File: src/design/wphg_pkg.sv
// Package for the PLCP header generator: rate codes, signal codes and stage types.
// Used by every module of the block; depends on nothing else.
package wphg_pkg;

    // Rate codes in 500 kbit/s units
    localparam logic [7:0] RATE_OFDM_6   = 8'd12;
    localparam logic [7:0] RATE_OFDM_9   = 8'd18;
    localparam logic [7:0] RATE_OFDM_12  = 8'd24;
    localparam logic [7:0] RATE_OFDM_18  = 8'd36;
    localparam logic [7:0] RATE_OFDM_24  = 8'd48;
    localparam logic [7:0] RATE_OFDM_36  = 8'd72;
    localparam logic [7:0] RATE_OFDM_48  = 8'd96;
    localparam logic [7:0] RATE_OFDM_54  = 8'd108;
    localparam logic [7:0] RATE_CCK_1    = 8'd2;
    localparam logic [7:0] RATE_CCK_2    = 8'd4;
    localparam logic [7:0] RATE_CCK_5M5  = 8'd11;
    localparam logic [7:0] RATE_CCK_11   = 8'd22;

    // OFDM SIGNAL rate nibbles
    localparam logic [3:0] SIG_OFDM_6    = 4'hB;
    localparam logic [3:0] SIG_OFDM_9    = 4'hF;
    localparam logic [3:0] SIG_OFDM_12   = 4'hA;
    localparam logic [3:0] SIG_OFDM_18   = 4'hE;
    localparam logic [3:0] SIG_OFDM_24   = 4'h9;
    localparam logic [3:0] SIG_OFDM_36   = 4'hD;
    localparam logic [3:0] SIG_OFDM_48   = 4'h8;
    localparam logic [3:0] SIG_OFDM_54   = 4'hC;

    // CCK SIGNAL bytes
    localparam logic [7:0] SIG_CCK_1     = 8'h0A;
    localparam logic [7:0] SIG_CCK_2     = 8'h14;
    localparam logic [7:0] SIG_CCK_5M5   = 8'h37;
    localparam logic [7:0] SIG_CCK_11    = 8'h6E;

    // SERVICE byte, plain and with the length-extension bit
    localparam logic [7:0] SERVICE_BASE  = 8'h04;
    localparam logic [7:0] SERVICE_LEXT  = 8'h84;

    // Division by eleven through a reciprocal: q = (x * RECIP_11) >> RECIP_SHIFT,
    // exact for every 16-bit x.
    localparam int unsigned RECIP_SHIFT  = 20;
    localparam logic [16:0] RECIP_11     = 17'd95326;
    localparam int unsigned X_W          = 16;
    localparam int unsigned PROD_W       = 33;
    localparam int unsigned Q_W          = PROD_W - RECIP_SHIFT;

    typedef enum logic [1:0] {
        KIND_OFDM,
        KIND_CCK,
        KIND_BAD
    } t_kind;

    typedef enum logic [1:0] {
        CCK_1M,
        CCK_2M,
        CCK_5M5,
        CCK_11M
    } t_cck;

    // After rate decode
    typedef struct packed {
        logic [11:0]    octets;
        t_kind          kind;
        t_cck           cck;
        logic [7:0]     code;
        logic [X_W-1:0] x;
    } t_dec;

    // After the reciprocal multiply
    typedef struct packed {
        t_dec           dec;
        logic [Q_W-1:0] q;
    } t_quo;

    // Finished result
    typedef struct packed {
        logic [31:0]    word;
        logic           err;
    } t_res;

endpackage

File: src/design/wphg_decode.sv
// First pipeline stage: decodes the rate code into kind and signal code and
// forms the dividend for the CCK duration. Depends on wphg_pkg.
module wphg_decode (
    input  logic              i_clk,
    input  logic              i_rst_n,
    input  logic              i_valid,
    output logic              o_ready,
    input  logic [11:0]       i_octets,
    input  logic [7:0]        i_rate,
    output logic              o_valid,
    input  logic              i_ready,
    output wphg_pkg::t_dec    o_data
);
    import wphg_pkg::*;

    logic r_valid;
    t_dec r_data;
    t_dec n_data;

    assign o_ready = !r_valid || i_ready;

    always_comb begin
        n_data        = '0;
        n_data.octets = i_octets;
        n_data.kind   = KIND_BAD;
        n_data.cck    = CCK_1M;
        unique case (i_rate)
            RATE_OFDM_6: begin
                n_data.kind = KIND_OFDM; n_data.code = {4'd0, SIG_OFDM_6};
            end
            RATE_OFDM_9: begin
                n_data.kind = KIND_OFDM; n_data.code = {4'd0, SIG_OFDM_9};
            end
            RATE_OFDM_12: begin
                n_data.kind = KIND_OFDM; n_data.code = {4'd0, SIG_OFDM_12};
            end
            RATE_OFDM_18: begin
                n_data.kind = KIND_OFDM; n_data.code = {4'd0, SIG_OFDM_18};
            end
            RATE_OFDM_24: begin
                n_data.kind = KIND_OFDM; n_data.code = {4'd0, SIG_OFDM_24};
            end
            RATE_OFDM_36: begin
                n_data.kind = KIND_OFDM; n_data.code = {4'd0, SIG_OFDM_36};
            end
            RATE_OFDM_48: begin
                n_data.kind = KIND_OFDM; n_data.code = {4'd0, SIG_OFDM_48};
            end
            RATE_OFDM_54: begin
                n_data.kind = KIND_OFDM; n_data.code = {4'd0, SIG_OFDM_54};
            end
            RATE_CCK_1: begin
                n_data.kind = KIND_CCK; n_data.cck = CCK_1M; n_data.code = SIG_CCK_1;
            end
            RATE_CCK_2: begin
                n_data.kind = KIND_CCK; n_data.cck = CCK_2M; n_data.code = SIG_CCK_2;
            end
            RATE_CCK_5M5: begin
                n_data.kind = KIND_CCK; n_data.cck = CCK_5M5; n_data.code = SIG_CCK_5M5;
            end
            RATE_CCK_11: begin
                n_data.kind = KIND_CCK; n_data.cck = CCK_11M; n_data.code = SIG_CCK_11;
            end
            default: begin
                n_data.kind = KIND_BAD;
            end
        endcase
        // At 11 Mbit/s the duration is ceil(8n/11), at 5.5 Mbit/s ceil(16n/11).
        if (n_data.cck == CCK_11M) begin
            n_data.x = {1'b0, i_octets, 3'b000};
        end else begin
            n_data.x = {i_octets, 4'b0000};
        end
    end

    always_ff @(posedge i_clk) begin
        if (!i_rst_n) begin
            r_valid <= 1'b0;
        end else if (o_ready) begin
            r_valid <= i_valid;
        end
    end

    always_ff @(posedge i_clk) begin
        if (o_ready && i_valid) begin
            r_data <= n_data;
        end
    end

    assign o_valid = r_valid;
    assign o_data  = r_data;

endmodule

File: src/design/wphg_recip.sv
// Second pipeline stage: divides the dividend by eleven with a reciprocal
// multiply and registers the quotient. Depends on wphg_pkg.
module wphg_recip (
    input  logic              i_clk,
    input  logic              i_rst_n,
    input  logic              i_valid,
    output logic              o_ready,
    input  wphg_pkg::t_dec    i_data,
    output logic              o_valid,
    input  logic              i_ready,
    output wphg_pkg::t_quo    o_data
);
    import wphg_pkg::*;

    logic              r_valid;
    t_quo              r_data;
    logic [PROD_W-1:0] w_prod;

    assign o_ready = !r_valid || i_ready;
    assign w_prod  = PROD_W'(i_data.x) * PROD_W'(RECIP_11);

    always_ff @(posedge i_clk) begin
        if (!i_rst_n) begin
            r_valid <= 1'b0;
        end else if (o_ready) begin
            r_valid <= i_valid;
        end
    end

    always_ff @(posedge i_clk) begin
        if (o_ready && i_valid) begin
            r_data.dec <= i_data;
            r_data.q   <= w_prod[PROD_W-1:RECIP_SHIFT];
        end
    end

    assign o_valid = r_valid;
    assign o_data  = r_data;

endmodule

File: src/design/wphg_assemble.sv
// Third pipeline stage: rounds the duration up, picks the SERVICE byte and
// assembles the header word into the output register. Depends on wphg_pkg.
module wphg_assemble (
    input  logic              i_clk,
    input  logic              i_rst_n,
    input  logic              i_valid,
    output logic              o_ready,
    input  wphg_pkg::t_quo    i_data,
    output logic              o_valid,
    input  logic              i_ready,
    output wphg_pkg::t_res    o_data
);
    import wphg_pkg::*;

    logic           r_valid;
    t_res           r_data;
    t_res           n_data;
    logic [15:0]    w_q;
    logic [15:0]    w_q11;
    logic [15:0]    w_diff;
    logic [3:0]     w_rem;
    logic           w_rem_nz;
    logic [15:0]    w_dur;
    logic [7:0]     w_service;

    assign o_ready  = !r_valid || i_ready;

    assign w_q      = 16'(i_data.q);
    assign w_q11    = (w_q << 3) + (w_q << 1) + w_q;
    assign w_diff   = i_data.dec.x - w_q11;
    assign w_rem    = w_diff[3:0];
    assign w_rem_nz = (w_rem != 4'd0);

    always_comb begin
        w_service = SERVICE_BASE;
        unique case (i_data.dec.cck)
            CCK_1M:  w_dur = {1'b0, i_data.dec.octets, 3'b000};
            CCK_2M:  w_dur = {2'b00, i_data.dec.octets, 2'b00};
            CCK_5M5: w_dur = w_q + 16'(w_rem_nz);
            CCK_11M: begin
                w_dur = w_q + 16'(w_rem_nz);
                if (w_rem_nz && (w_rem < 4'd4)) begin
                    w_service = SERVICE_LEXT;
                end
            end
            default: w_dur = '0;
        endcase

        n_data = '0;
        unique case (i_data.dec.kind)
            KIND_OFDM: n_data.word = {15'd0, i_data.dec.octets, 1'b0, i_data.dec.code[3:0]};
            KIND_CCK:  n_data.word = {w_dur, w_service, i_data.dec.code};
            KIND_BAD:  n_data.err  = 1'b1;
            default:   n_data.err  = 1'b1;
        endcase
    end

    always_ff @(posedge i_clk) begin
        if (!i_rst_n) begin
            r_valid <= 1'b0;
        end else if (o_ready) begin
            r_valid <= i_valid;
        end
    end

    always_ff @(posedge i_clk) begin
        if (o_ready && i_valid) begin
            r_data <= n_data;
        end
    end

    assign o_valid = r_valid;
    assign o_data  = r_data;

endmodule

File: src/design/wlan_plcp_header_generate.sv
// Top level of the PLCP header generator: three register stages in a row.
// Depends on wphg_pkg, wphg_decode, wphg_recip and wphg_assemble.
//
//  Channel   Direction  Beat contents (lowest bit first)
//  s_axis    in         tdata: frame_octets[11:0], rate_code[19:12], zero pad [23:20]
//  m_axis    out        tdata: header_word[31:0]; tuser: rate_error
//
// Each request beat yields one result beat on m_axis; it passes through the three
// stages (rate decode, reciprocal multiply for the division by eleven, rounding and
// assembly) and is handed over when the output side is ready, and a new beat can be
// taken in every cycle while m_axis does not stall.
// Each stage takes a beat when empty or when its successor takes its contents, so a
// stall on m_axis fills the stages before s_axis_tready falls; reset clears valid bits.
module wlan_plcp_header_generate (
    input  logic        i_clk,
    input  logic        i_rst_n,
    input  logic        s_axis_tvalid,
    output logic        s_axis_tready,
    input  logic [23:0] s_axis_tdata,   // frame_octets[11:0], rate_code[19:12], pad
    output logic        m_axis_tvalid,
    input  logic        m_axis_tready,
    output logic [31:0] m_axis_tdata,   // header_word[31:0]
    output logic        m_axis_tuser    // rate_error
);
    import wphg_pkg::*;

    logic  w_dec_valid;
    logic  w_dec_ready;
    t_dec  w_dec;
    logic  w_quo_valid;
    logic  w_quo_ready;
    t_quo  w_quo;
    t_res  w_res;

    // Stage one: classify the rate and form the dividend.
    wphg_decode u_decode (
        .i_clk    (i_clk),
        .i_rst_n  (i_rst_n),
        .i_valid  (s_axis_tvalid),
        .o_ready  (s_axis_tready),
        .i_octets (s_axis_tdata[11:0]),
        .i_rate   (s_axis_tdata[19:12]),
        .o_valid  (w_dec_valid),
        .i_ready  (w_dec_ready),
        .o_data   (w_dec)
    );

    // Stage two: quotient by eleven through the reciprocal.
    wphg_recip u_recip (
        .i_clk    (i_clk),
        .i_rst_n  (i_rst_n),
        .i_valid  (w_dec_valid),
        .o_ready  (w_dec_ready),
        .i_data   (w_dec),
        .o_valid  (w_quo_valid),
        .i_ready  (w_quo_ready),
        .o_data   (w_quo)
    );

    // Stage three: remainder, rounding, SERVICE byte and the output register.
    wphg_assemble u_assemble (
        .i_clk    (i_clk),
        .i_rst_n  (i_rst_n),
        .i_valid  (w_quo_valid),
        .o_ready  (w_quo_ready),
        .i_data   (w_quo),
        .o_valid  (m_axis_tvalid),
        .i_ready  (m_axis_tready),
        .o_data   (w_res)
    );

    assign m_axis_tdata = w_res.word;
    assign m_axis_tuser = w_res.err;

endmodule
File: config.mk
export PLATFORM = sky130hd
export DESIGN_NAME = wlan_plcp_header_generate
export DESIGN_NICKNAME = d
export VERILOG_FILES = /design/src/design/wphg_pkg.sv /design/src/design/wphg_decode.sv /design/src/design/wphg_recip.sv /design/src/design/wphg_assemble.sv /design/src/design/wlan_plcp_header_generate.sv
export SDC_FILE = /design/constraint.sdc
export NUM_CORES = 1
export LEC_CHECK = 0
export ABC_AREA = 1
export CAP_MARGIN = 20
export CORE_UTILIZATION = 40
export DETAILED_ROUTE_END_ITERATION = 6
export DONT_BUFFER_PORTS = 1
export PLACE_DENSITY_LB_ADDON = 0.1
export SLEW_MARGIN = 20
export SYNTH_ARGS = -nofsm -noshare
export SYNTH_HDL_FRONTEND = slang
export SYNTH_SLANG_ARGS = --single-unit
File: constraint.sdc
create_clock -name i_clk -period 8 [get_ports i_clk]
set_input_delay 1.6 -clock i_clk [delete_from_list [all_inputs] [get_ports i_clk]]
set_output_delay 1.6 -clock i_clk [all_outputs]
set_load 0.01 [all_outputs]
==> run summary <==
Critical Path Sink -> u_recip.o_data[7]$_DFFE_PP_
Leakage -> 5.13 nW
Net Count, Synth -> 1263
1st-iter DRT viols -> 368
most frequent cells in the layout -> inv_1, nand2_1, ha_1
flop and latch count out of synthesis -> 108
Worst Slack Setup Final -> 2540 ps
Max rail drop VDD -> 177 uV
RSZ-0062 raised after global routing -> no
RR Endpoint -> u_recip.o_data[7]$_DFFE_PP_
setup_tns -> 0 ps
f_max -> 183 MHz
sequential area share after synthesis -> 34.0%
nets -> 1268
total CTS buffers -> 9
Worst Skew -> 10.7 ps
Core Box Area -> 22900 um2
Final GP Congestion -> 0.832
global-route wire length before repair -> 33.0 mm
met2 WL -> 9.24 mm
Clock Tree Buf Depth -> 2
largest net degree at the start of global routing -> 38
max_cap viols -> 0
cell row count -> 55
Worst Max-Slew Pin Slew -> 977 ps
Worst EP required -> 8100 ps
die area -> 24300 um2
ANT cells -> 0
initial antenna violation count -> 0
CTS tree -> done
Reg2Reg Depth -> 17
hold-fix buffer count after cts -> 0
crit path launch type -> flip-flop
Synth async-reset ratio -> 0%
cell area after synthesis -> 9460 um2
Die X -> 156 um
Post-CTS Setup Inserts -> 0
Area Overhead vs Synth -> 6.99%
Die Y -> 156 um
Arr. time, crit path -> 5560 ps
metal3 WL -> 522 um
max incr delay on CP -> 920 ps
power per cell area -> 350 nW/um2
FF-to-FF Start -> u_decode.o_data[6]$_DFFE_PP_
final std cells w/o fill -> 1349
final period utilization -> 68.3%
R2R setup slack -> 2540 ps
clk root buf -> clkbuf_16
Max Used Layer -> met4
overall routed net length -> 20.2 mm
Crit Path Max Fanout -> 11
HPWL Detailed -> 16.4 mm
Slew Viols, Final -> 0
status -> complete, no violations
DR WL/cell -> 14.9 um
number of synthesized flops with an enable pin -> 105
Final ANT Viol Nets -> 0
router iterations before antenna repair -> 4
unique cell type count in the Yosys netlist -> 35
post-synthesis instance total -> 1026
share of cells above drive strength 1 -> 2.51%
worst rel slew slack -> 34.7%
Placed Cells -> 1333
hold crit path type -> reg -> reg
post-CTS sizing -> 0
commonest non-fill, non-tap cell in the layout -> inv_1
final core utilization -> 44.1%
CTS clock-pin slew for the worst setup and hold paths -> 80 ps
CP Launch Point -> u_decode.o_data[6]$_DFFE_PP_
met1 WL -> 10.0 mm
Post-Place Setup Slack -> 2550 ps
Top FF cell, synth -> edfxtp_1
starting density of the core -> 41.3%
Synth warnings -> 0
total track usage -> 17.9%
Sink Count -> 108
Worst Setup End Kind -> flip-flop
DRC violations left -> 0
final setup violation count -> 0
vias per cell -> 4.71
H-tree depth -> 3
IO buf count -> 0
crit path cell chain -> ha_1, xor2_1, ha_1, fa_1, fa_1, fa_1, inv_1, fa_1, inv_1, ha_1, nand2_1, nor2_1, nand2_1, nor3_1, nand2_1, nand4_1, nand2_1
Remaining Overflow, GRT -> 0
Final Hold Vio Count -> 0
Ports -> 63
Post-Syn Area per Cell -> 9.22 um2
total number of vias -> 6359
vias in the first global route -> 6366
Crit-path slowest cell -> edfxtp_1
Tmin final -> 5460 ps
critical path class -> reg -> reg
Clock Latency Late Sink -> 350 ps
==> logic make-up (layout without fill, tap and decap cells) <==
logic type / after synthesis / count (layout) / share of synthesized area [%]
compound gates: 83 / 83 / 5.08
xor+xnor: 18 / 18 / 1.67
fa+ha+maj: 209 / 209 / 33.4
buf+inv: 267 / 277 / 10.8
flops: 108 / 108 / 34.0
other cells: 1 / 1 / 0.0397
simple gates: 340 / 340 / 15.1
==> worst min path at each step <==
stage / startpoint / endpoint / slack [ps] / cells past startpoint
floorplan: u_decode.o_data[16]$_DFFE_PP_ / u_recip.o_data[29]$_DFFE_PP_ / 400 / 0
global placement: u_decode.o_data[28]$_DFFE_PP_ / u_recip.o_data[41]$_DFFE_PP_ / 400 / 0
detailed placement: u_decode.o_data[32]$_DFFE_PP_ / u_recip.o_data[45]$_DFFE_PP_ / 400 / 0
CTS: u_decode.o_data[32]$_DFFE_PP_ / u_recip.o_data[45]$_DFFE_PP_ / 420 / 0
global route: u_decode.o_data[27]$_DFFE_PP_ / u_recip.o_data[40]$_DFFE_PP_ / 430 / 0
finish: u_decode.o_data[32]$_DFFE_PP_ / u_recip.o_data[45]$_DFFE_PP_ / 420 / 0
==> power by group <==
group	internal [mW]	total, mW	switching [mW]
clock network	0.220	0.431	0.211
registers	0.736	0.795	0.0585
logic	0.843	2.32	1.47
==> sequential cells by signal, indices dropped and copies added (netlist names) <==
| register | cells |
|---|---|
| u_assemble.o_valid | 1 |
| u_recip.o_data | 37 |
| u_decode.o_valid | 1 |
| u_decode.o_data | 36 |
| u_recip.o_valid | 1 |
| u_assemble.o_data | 32 |
==> critical path: cells and delay by family, from the launching register on <==
kind	cells	cell delay, ps
flip-flops	1	920
AND/OR/NAND/NOR	7	840
XOR/XNOR	1	150
adder cells (fa/ha/maj)	7	3170
buffers and inverters	2	100
==> cell usage after synthesis (3+ instances only) <==
cell type  count  area (um2)
edfxtp_1     105        3150
xor2_1        14         123
o221ai_1       6        52.6
nor3_1        12        60.1
clkbuf_1       4        15.0
inv_1        255         957
a21oi_1       42         210
nand4_1       19         119
dfxtp_1        3        60.1
o21bai_1       7        52.6
o21ai_0       17        85.1
nand2_1      204         766
fa_1          72        1440
xnor2_1        4        35.0
ha_1         137        1710
o22ai_1        3        18.8
nor2_1        64         240
nand3_1       31         155
o31ai_1        3        22.5
==> layer usage <==
layer  vias up  global-route usage, %
met4         0                   5.23
met3        21                   2.08
met2       106                   29.3
li1       3275                      -
met1      2957                   24.9
met5         -                      0
==> final cells by class <==
type,count,area [um2]
clock inverters,7,63.8
inverters,259,972
repair buffers,2,15.0
multi-input cells,651,5240
flip-flops and latches,108,3210
well taps,313,392
fillers,2311,12800
clock buffers,9,225
==> per-stage QoR <==
stage | total power [mW] | hold slack (ps) | cell area (um2)
4_1_cts | 3.58 | 418 | 10100
5_1_grt | 3.99 | 427 | 10100
6_report | 3.54 | 416 | 10100
3_5_place_dp | 3.13 | 405 | 9830
3_3_place_gp | 3.14 | 401 | 9830
2_1_floorplan | 2.54 | 400 | 9460
(Power assumes the default switching activity.)
